### src/sv/crsam_pkg.sv
// Shared types, constants and helpers for the CRTC screen address mapper.
package crsam_pkg;

    localparam int unsigned QUEUE_DEPTH_DEF = 2;
    localparam int unsigned NUM_W   = 11;  // widest dividend (offset within a section)
    localparam int unsigned DEN_W   = 8;   // widest divisor (bytes per line)
    localparam int unsigned ADDR_W  = 4;

    localparam logic [1:0] REG_DISPLAY_START = 2'd0;
    localparam logic [1:0] REG_CHAR_HEIGHT   = 2'd1;
    localparam logic [1:0] REG_CHARS_DISP    = 2'd2;

    localparam logic [13:0] DISPLAY_START_RST = 14'd12288;
    localparam logic [4:0]  CHAR_HEIGHT_RST   = 5'd7;
    localparam logic [7:0]  CHARS_DISP_RST    = 8'd40;

    localparam logic [15:0] BANK_SIZE       = 16'h4000;
    localparam logic [15:0] BIG_SCREEN_SIZE = 16'h8000;
    localparam logic [15:0] SECTION_SIZE    = 16'd2048;

    typedef struct packed {
        logic [13:0] display_start;
        logic [4:0]  char_height_minus_one;
        logic [7:0]  chars_displayed;
    } cfg_t;

    // one queued beat, already classified by the front end
    typedef struct packed {
        logic              op;
        logic              ok;
        logic [7:0]        xq;
        logic [4:0]        line;
        logic [NUM_W-1:0]  num;
        logic [DEN_W-1:0]  den;
    } item_t;

    typedef struct packed {
        logic              op;
        logic              ok;
        logic [7:0]        xq;
        logic [4:0]        line;
        logic [DEN_W-1:0]  den;
        logic [DEN_W-1:0]  rem;
        logic [NUM_W-1:0]  num;
        logic [NUM_W-1:0]  quo;
    } div_t;

    function automatic logic [15:0] screen_start(cfg_t c);
        return {c.display_start[13:12], 3'b000, c.display_start[9:0], 1'b0};
    endfunction

    function automatic logic [7:0] bytes_per_line(cfg_t c);
        return {c.chars_displayed[6:0], 1'b0};
    endfunction

    // one restoring division step
    function automatic div_t div_step(div_t s);
        div_t             r;
        logic [DEN_W:0]   t;
        logic             ge;
        r  = s;
        t  = {s.rem, s.num[NUM_W-1]};
        ge = (t >= {1'b0, s.den});
        r.rem = ge ? DEN_W'(t - {1'b0, s.den}) : t[DEN_W-1:0];
        r.num = {s.num[NUM_W-2:0], 1'b0};
        r.quo = {s.quo[NUM_W-2:0], ge};
        return r;
    endfunction

endpackage

### src/sv/crtc_screen_address_mapper.sv
// Path from input beat to result beat: queue, divider stages, multiply stage, output register.
// Throughput: one beat per cycle while the output is not stalled; the 11-step restoring divider is fully pipelined.
// A full output stalls the whole back end; the queue keeps taking beats until full.
// Reset (rst_n, async, active low) empties queue and pipeline and loads register
// defaults: display_start 12288, char_height_minus_one 7, chars_displayed 40.
module crtc_screen_address_mapper
    import crsam_pkg::*;
#(
    parameter int unsigned QUEUE_DEPTH = QUEUE_DEPTH_DEF
)
(
    input  logic               clk,
    input  logic               rst_n,
    input  logic               psel,
    input  logic               penable,
    input  logic               pwrite,
    input  logic [ADDR_W-1:0]  paddr,
    input  logic [31:0]        pwdata,
    output logic [31:0]        prdata,
    output logic               pready,
    input  logic               in_valid,
    output logic               in_ready,
    input  logic               opcode,
    input  logic [9:0]         x_in,
    input  logic [8:0]         y_in,
    input  logic [15:0]        addr_in,
    output logic               out_valid,
    input  logic               out_ready,
    output logic               valid_res,
    output logic [15:0]        addr_out,
    output logic [9:0]         x_out,
    output logic [14:0]        y_out
);
    cfg_t   cfg_reg;
    item_t  f_item, q_item;
    logic   q_full, q_ne, q_pop, wr;

    assign pready = 1'b1;
    assign wr     = psel && penable && pwrite;

    always_ff @(posedge clk or negedge rst_n)
    begin
        if (!rst_n)
        begin
            cfg_reg.display_start         <= DISPLAY_START_RST;
            cfg_reg.char_height_minus_one <= CHAR_HEIGHT_RST;
            cfg_reg.chars_displayed       <= CHARS_DISP_RST;
        end
        else if (wr)
        begin
            unique case (paddr[3:2])
                REG_DISPLAY_START: cfg_reg.display_start         <= pwdata[13:0];
                REG_CHAR_HEIGHT:   cfg_reg.char_height_minus_one <= pwdata[4:0];
                REG_CHARS_DISP:    cfg_reg.chars_displayed       <= pwdata[7:0];
                default: ;
            endcase
        end
    end

    always_comb
    begin
        unique case (paddr[3:2])
            REG_DISPLAY_START: prdata = {18'b0, cfg_reg.display_start};
            REG_CHAR_HEIGHT:   prdata = {27'b0, cfg_reg.char_height_minus_one};
            REG_CHARS_DISP:    prdata = {24'b0, cfg_reg.chars_displayed};
            default:           prdata = '0;
        endcase
    end

    crsam_front u_front (
        .cfg(cfg_reg), .opcode(opcode), .x_in(x_in), .y_in(y_in),
        .addr_in(addr_in), .item(f_item)
    );

    assign in_ready = !q_full;

    crsam_fifo #(.DEPTH(QUEUE_DEPTH)) u_fifo (
        .clk(clk), .rst_n(rst_n), .push(in_valid), .push_data(f_item),
        .full(q_full), .pop(q_pop), .not_empty(q_ne), .pop_data(q_item)
    );

    crsam_back u_back (
        .clk(clk), .rst_n(rst_n), .cfg(cfg_reg), .q_valid(q_ne), .q_data(q_item),
        .q_pop(q_pop), .out_valid(out_valid), .out_ready(out_ready),
        .valid_res(valid_res), .addr_out(addr_out), .x_out(x_out), .y_out(y_out)
    );
endmodule

### src/sv/crsam_front.sv
// Front end: window check and classification of one input beat.
module crsam_front
    import crsam_pkg::*;
(
    input  cfg_t         cfg,
    input  logic         opcode,
    input  logic [9:0]   x_in,
    input  logic [8:0]   y_in,
    input  logic [15:0]  addr_in,
    output item_t        item
);
    logic [15:0] start;
    logic [15:0] size;
    logic [15:0] win_end;
    logic [15:0] tot;
    logic [7:0]  bpl;

    always_comb
    begin
        start   = screen_start(cfg);
        bpl     = bytes_per_line(cfg);
        size    = (cfg.display_start[11:10] == 2'b11) ? BIG_SCREEN_SIZE : BANK_SIZE;
        win_end = start + size - 16'd1;
        tot     = addr_in - start;
        item.op = opcode;
        item.xq = x_in[9:2];
        if (opcode == 1'b0)
        begin
            item.ok   = 1'b1;
            item.line = '0;
            item.num  = NUM_W'(y_in);
            item.den  = DEN_W'({1'b0, cfg.char_height_minus_one} + 6'd1);
        end
        else
        begin
            item.ok   = (addr_in >= start) && (addr_in <= win_end) && (bpl != 8'd0);
            item.line = tot[15:11];
            item.num  = tot[10:0];
            item.den  = bpl;
        end
    end
endmodule

### src/sv/crsam_fifo.sv
// Short queue between front end and back end.
module crsam_fifo
    import crsam_pkg::*;
#(
    parameter int unsigned DEPTH = QUEUE_DEPTH_DEF
)
(
    input  logic   clk,
    input  logic   rst_n,
    input  logic   push,
    input  item_t  push_data,
    output logic   full,
    input  logic   pop,
    output logic   not_empty,
    output item_t  pop_data
);
    localparam int unsigned PW = (DEPTH > 1) ? $clog2(DEPTH) : 1;
    localparam int unsigned CW = $clog2(DEPTH + 1);

    item_t          mem_reg [DEPTH];
    logic [PW-1:0]  wp_reg, wp_next, rp_reg, rp_next;
    logic [CW-1:0]  cnt_reg, cnt_next;
    logic           do_push, do_pop;

    assign full      = (cnt_reg == CW'(DEPTH));
    assign not_empty = (cnt_reg != '0);
    assign pop_data  = mem_reg[rp_reg];
    assign do_push   = push && !full;
    assign do_pop    = pop && not_empty;

    always_comb
    begin
        wp_next  = wp_reg;
        rp_next  = rp_reg;
        cnt_next = cnt_reg;
        if (do_push)
            wp_next = (wp_reg == PW'(DEPTH - 1)) ? '0 : wp_reg + 1'b1;
        if (do_pop)
            rp_next = (rp_reg == PW'(DEPTH - 1)) ? '0 : rp_reg + 1'b1;
        if (do_push && !do_pop)
            cnt_next = cnt_reg + 1'b1;
        else if (!do_push && do_pop)
            cnt_next = cnt_reg - 1'b1;
    end

    always_ff @(posedge clk or negedge rst_n)
    begin
        if (!rst_n)
        begin
            wp_reg  <= '0;
            rp_reg  <= '0;
            cnt_reg <= '0;
        end
        else
        begin
            wp_reg  <= wp_next;
            rp_reg  <= rp_next;
            cnt_reg <= cnt_next;
        end
    end

    always_ff @(posedge clk)
    begin
        if (do_push)
            mem_reg[wp_reg] <= push_data;
    end
endmodule

### src/sv/crsam_back.sv
// Back end: pipelined divider, multiply stage and output register.
module crsam_back
    import crsam_pkg::*;
(
    input  logic         clk,
    input  logic         rst_n,
    input  cfg_t         cfg,
    input  logic         q_valid,
    input  item_t        q_data,
    output logic         q_pop,
    output logic         out_valid,
    input  logic         out_ready,
    output logic         valid_res,
    output logic [15:0]  addr_out,
    output logic [9:0]   x_out,
    output logic [14:0]  y_out
);
    localparam int unsigned STEPS = NUM_W;

    div_t         stg_reg [STEPS+1];
    logic         sv_reg  [STEPS+1];
    div_t         mul_reg;
    logic         mv_reg;
    logic [15:0]  prod_reg, prod_next;
    logic         ov_reg;
    logic         vr_reg, vr_next;
    logic [15:0]  ao_reg, ao_next;
    logic [9:0]   xo_reg, xo_next;
    logic [14:0]  yo_reg, yo_next;
    logic         adv;
    logic [15:0]  start, off, addr;
    logic [7:0]   mul_b;

    assign adv   = !ov_reg || out_ready;
    assign q_pop = adv;

    always_comb
    begin
        mul_b     = stg_reg[STEPS].op ? {2'b00, 6'({1'b0, cfg.char_height_minus_one} + 6'd1)}
                                      : bytes_per_line(cfg);
        prod_next = {5'b0, stg_reg[STEPS].quo} * {8'b0, mul_b};
    end

    // row and line: quotient and remainder for addresses, section index for coordinates
    always_comb
    begin
        start   = screen_start(cfg);
        off     = prod_reg + {mul_reg.rem[4:0], 11'b0} + {8'b0, mul_reg.xq};
        addr    = start + off;
        if ((cfg.display_start[9:0] != 10'd0) && ({3'b0, addr[10:0]} < start[13:0]))
            addr = addr - SECTION_SIZE;
        vr_next = 1'b0;
        ao_next = '0;
        xo_next = '0;
        yo_next = '0;
        if (mul_reg.op == 1'b0)
        begin
            vr_next = 1'b1;
            ao_next = addr;
        end
        else if (mul_reg.ok)
        begin
            vr_next = 1'b1;
            xo_next = {mul_reg.rem, 2'b00};
            yo_next = prod_reg[14:0] + {10'b0, mul_reg.line};
        end
    end

    always_ff @(posedge clk or negedge rst_n)
    begin
        if (!rst_n)
        begin
            for (int i = 0; i <= STEPS; i++)
                sv_reg[i] <= 1'b0;
            mv_reg <= 1'b0;
            ov_reg <= 1'b0;
        end
        else if (adv)
        begin
            sv_reg[0] <= q_valid;
            for (int i = 0; i < STEPS; i++)
                sv_reg[i+1] <= sv_reg[i];
            mv_reg <= sv_reg[STEPS];
            ov_reg <= mv_reg;
        end
    end

    always_ff @(posedge clk)
    begin
        if (adv)
        begin
            stg_reg[0].op   <= q_data.op;
            stg_reg[0].ok   <= q_data.ok;
            stg_reg[0].xq   <= q_data.xq;
            stg_reg[0].line <= q_data.line;
            stg_reg[0].den  <= q_data.den;
            stg_reg[0].rem  <= '0;
            stg_reg[0].num  <= q_data.num;
            stg_reg[0].quo  <= '0;
            for (int i = 0; i < STEPS; i++)
                stg_reg[i+1] <= div_step(stg_reg[i]);
            mul_reg  <= stg_reg[STEPS];
            prod_reg <= prod_next;
            vr_reg   <= vr_next;
            ao_reg   <= ao_next;
            xo_reg   <= xo_next;
            yo_reg   <= yo_next;
        end
    end

    assign out_valid = ov_reg;
    assign valid_res = vr_reg;
    assign addr_out  = ao_reg;
    assign x_out     = xo_reg;
    assign y_out     = yo_reg;
endmodule

### config.mk
export PLATFORM = sky130hd
export DESIGN_NAME = crtc_screen_address_mapper
export DESIGN_NICKNAME = d
export VERILOG_FILES = /design/src/sv/crsam_pkg.sv /design/src/sv/crtc_screen_address_mapper.sv /design/src/sv/crsam_front.sv /design/src/sv/crsam_fifo.sv /design/src/sv/crsam_back.sv
export SDC_FILE = /design/constraint.sdc
export NUM_CORES = 1
export LEC_CHECK = 0
export ABC_AREA = 1
export BUFFER_PORTS_ARGS = -buffer_cell sky130_fd_sc_hd__buf_2
export CAP_MARGIN = 25
export CORE_UTILIZATION = 38
export DETAILED_ROUTE_END_ITERATION = 10
export PLACE_DENSITY_LB_ADDON = 0.05
export SLEW_MARGIN = 20
export SYNTH_ARGS = -nofsm -noshare
export SYNTH_HDL_FRONTEND = slang
export SYNTH_SLANG_ARGS = --single-unit
### constraint.sdc
create_clock -name clk -period 18 [get_ports clk]
set_input_delay 2.7 -clock clk [delete_from_list [all_inputs] [get_ports clk]]
set_output_delay 2.7 -clock clk [all_outputs]
set_load 0.02 [all_outputs]
==> impl_metrics.tcl <==
set metrics [dict create \
    grt_antenna_before_repair 1 \
    worst_skew_pair.late_latency_ns 0.62 \
    finalCoreUtilization_pct 43.8 \
    crit_type "primary input to primary output" \
    hold_ws_ns 0.402 \
    overflow 0 \
    synthTopCellsByArea "edfxtp_1, ha_1, nand2_1" \
    placed_cells_incl_taps 3906 \
    launching_element_type_of_the_critical_path "primary input" \
    floorplan.die_area_um2 86300 \
    setup-tns-final_ns 0 \
    hold_class "flip-flop to flip-flop" \
    worst_path_max_delay_cell "nor2_1" \
    flip_flop_count_of_the_largest_register_all_copies_and_words_added 488 \
    hold-path-cell-count 0 \
    finalNetCount 3195 \
    rsz0062_at_grt "no" \
    cts_tree "done" \
    io-pin-count 156 \
    run_status "finished clean" \
    drtAntennaViolNets 0 \
    crit_path_end_kind "primary output" \
    flow.area_growth_from_synthesis_pct 13.8 \
    largest_family_of_logic_cells_by_synthesized_area "adder cells" \
    netlist.top_cell.by_area "edfxtp_1" \
    layout-drive-gt1-share_pct 10.2 \
    yosys_warnings 0 \
    cp_data_arrival_time_ns 3.68 \
    final_common_cell "edfxtp_1" \
    place.detailed.hpwl_um 46900 \
    synth_adder_area_share_pct 12.0 \
    post-route-drc-count 0 \
    nFillCells 7702 \
    synthesized_area_fraction_occupied_by_xor_and_xnor_cells_pct 2.84 \
    die_height_um 294 \
    route.detailed.wl_per_inst_um 15.9 \
    floorplan.initialDensity_pct 38.5 \
    grt_util_all_layers_pct 15.1 \
    htree_levels 3 \
    post_layout_nonfiller_instances 4047 \
    cts_root_buf "clkbuf_16" \
    yosysUniqueCellTypes 55 \
    cts-root-to-sink-buffers 3 \
    synth-edff-count 635 \
    yosysTopAreaCellShare_pct 58.9 \
    die_w_um 294 \
    first_pass_grt_wire_length_um 102000 \
    cts.reportedPaths.clkPinSlew_ns 0.06 \
    drtPass1Iterations 5 \
    drc_violation_total_after_the_first_tritonroute_iteration 1063 \
    final_cell_mix "edfxtp_1, nand2_1, inv_1" \
    slew_headroom_pct 33.9 \
    report.final.setup_viol 0 \
    cp.required_ns 15.30 \
    cts_buffers 76 \
    seq_area_frac_synth_pct 62.5 \
    number_of_clock_sinks 680 \
    timing_hold_violations_final 0 \
    timing.max_cap.violations 0 \
    cts_post_setup_buffers_inserted 0 \
    core_area_um2 84000 \
    worst-path-max-fanout 6 \
    num_vias 18900 \
    postSynth.topFlopCell "edfxtp_1" \
    synth.mux.area_fraction_pct 0 \
    first_global_vias 19100 \
    synth-compound-area-share_pct 6.34 \
    syn-mean-instance-area_um2 12.1 \
    synth_area_um2 32300 \
    finalClockSkew_ns 0.0274 \
    worstPathCellList "buf_2 > inv_1 > nor2_1 > inv_1 > o221ai_1 > buf_2" \
    max_slew.worst_pin.slew_ns 0.992 \
    ratio_of_final_minimum_period_to_clock_period_pct 35.5 \
    timing.critical_path.buf_inv 4 \
    drt_wl_total_um 64500 \
    cpLargestDelayFamily "buffers and inverters" \
    cts_hold_buf 0 \
    ys_ff_latch 680 \
    slew_viol_final 0 \
    critPathMaxStageDelay_ns 0.26 \
    resized_gates_after_cts 0 \
    post_drt_via_cell_ratio 4.67 \
    asyncSetResetFlopFracSynth_pct 6.62 \
    port-buffer-count 112 \
    synth_simple_gate_area_share_pct 10.8 \
    grt_start_max_net_pins 179 \
    r2r.worst_path.cells 21 \
    period_needed_ns 6.38 \
    gate_count_post_synth 2677 \
    gp_routability_congestion 0.880 \
    maxClockFrequency_mhz 157 \
    cp_num_cells 6 \
    placementRows 106 \
]
-- cell usage after synthesis, types with 10 or more instances --
cell and instances:
inv_1 377, fa_1 74, nand2_1 417, clkbuf_1 18
buf_4 21, o21bai_1 10, edfxtp_1 635, nor2_1 260
xnor2_1 43, dfrtp_1 38, nor3_1 17, o21ai_0 81
a21o_1 15, nand4_1 28, xor2_1 60, nand3b_1 12
buf_6 10, ha_1 191, nand3_1 57, a21oi_1 198
-- cells by family after synthesis --
family	after synthesis
adders and majority gates	265
AOI/OAI and AO/OA	361
DFF	680
xor gates and xnor gates	104
other	2
buffers and inverters	435
and+or+nand+nor	830
-- metal layers --
| layer | wire [um] | track usage, % |
|---|---|---|
| met1 | 30000 | 20.0 |
| met5 | 0 | 0 |
| met3 | 2020 | 2.54 |
| met2 | 30800 | 25.2 |
| met4 | 1700 | 4.87 |
-- final timing paths --
check / startpoint / endpoint / slack [ns]
setup reg to reg: cfg_reg[8] / u_back.prod_reg[15] / 12.24
hold reg to reg: u_back.stg_reg[2][98] / u_back.stg_reg[2][151] / 0.40
max in group asynchronous: rst_n / cfg_reg[3] / 15.37
hold / removal: u_back.stg_reg[2][98] / u_back.stg_reg[2][151] / 0.40
setup / recovery: paddr[3] / prdata[1] / 11.62
min in group asynchronous: rst_n / u_back.sv_reg[4] / 2.01
-- per-stage QoR --
| step | cell area [um^2] | worst slack [ns] |
|---|---|---|
| 6_report | 36800 | 11.62 |
| 5_1_grt | 36800 | 11.53 |
| 4_1_cts | 36800 | 11.59 |
| 3_5_place_dp | 34200 | 11.51 |
| 3_3_place_gp | 34200 | 11.56 |
| 2_1_floorplan | 32400 | 7.14 |
-- cell type report --
cell class | instances | area, um^2 | share of cell area [%]
flip-flops and latches | 680 | 20200 | 54.9
multi-input cells | 1581 | 10400 | 28.4
diodes | 1 | 2.50 | 0.00680
inverters | 385 | 1450 | 3.93
clock buffers | 99 | 2030 | 5.51
repair buffers | 127 | 758 | 2.06
well taps | 1134 | 1420 | 3.85
clock inverters | 40 | 514 | 1.40
Power is left out: the tool's default activity adds up to more than one toggle a clock period on the data nets, which glitch-free logic cannot reach.
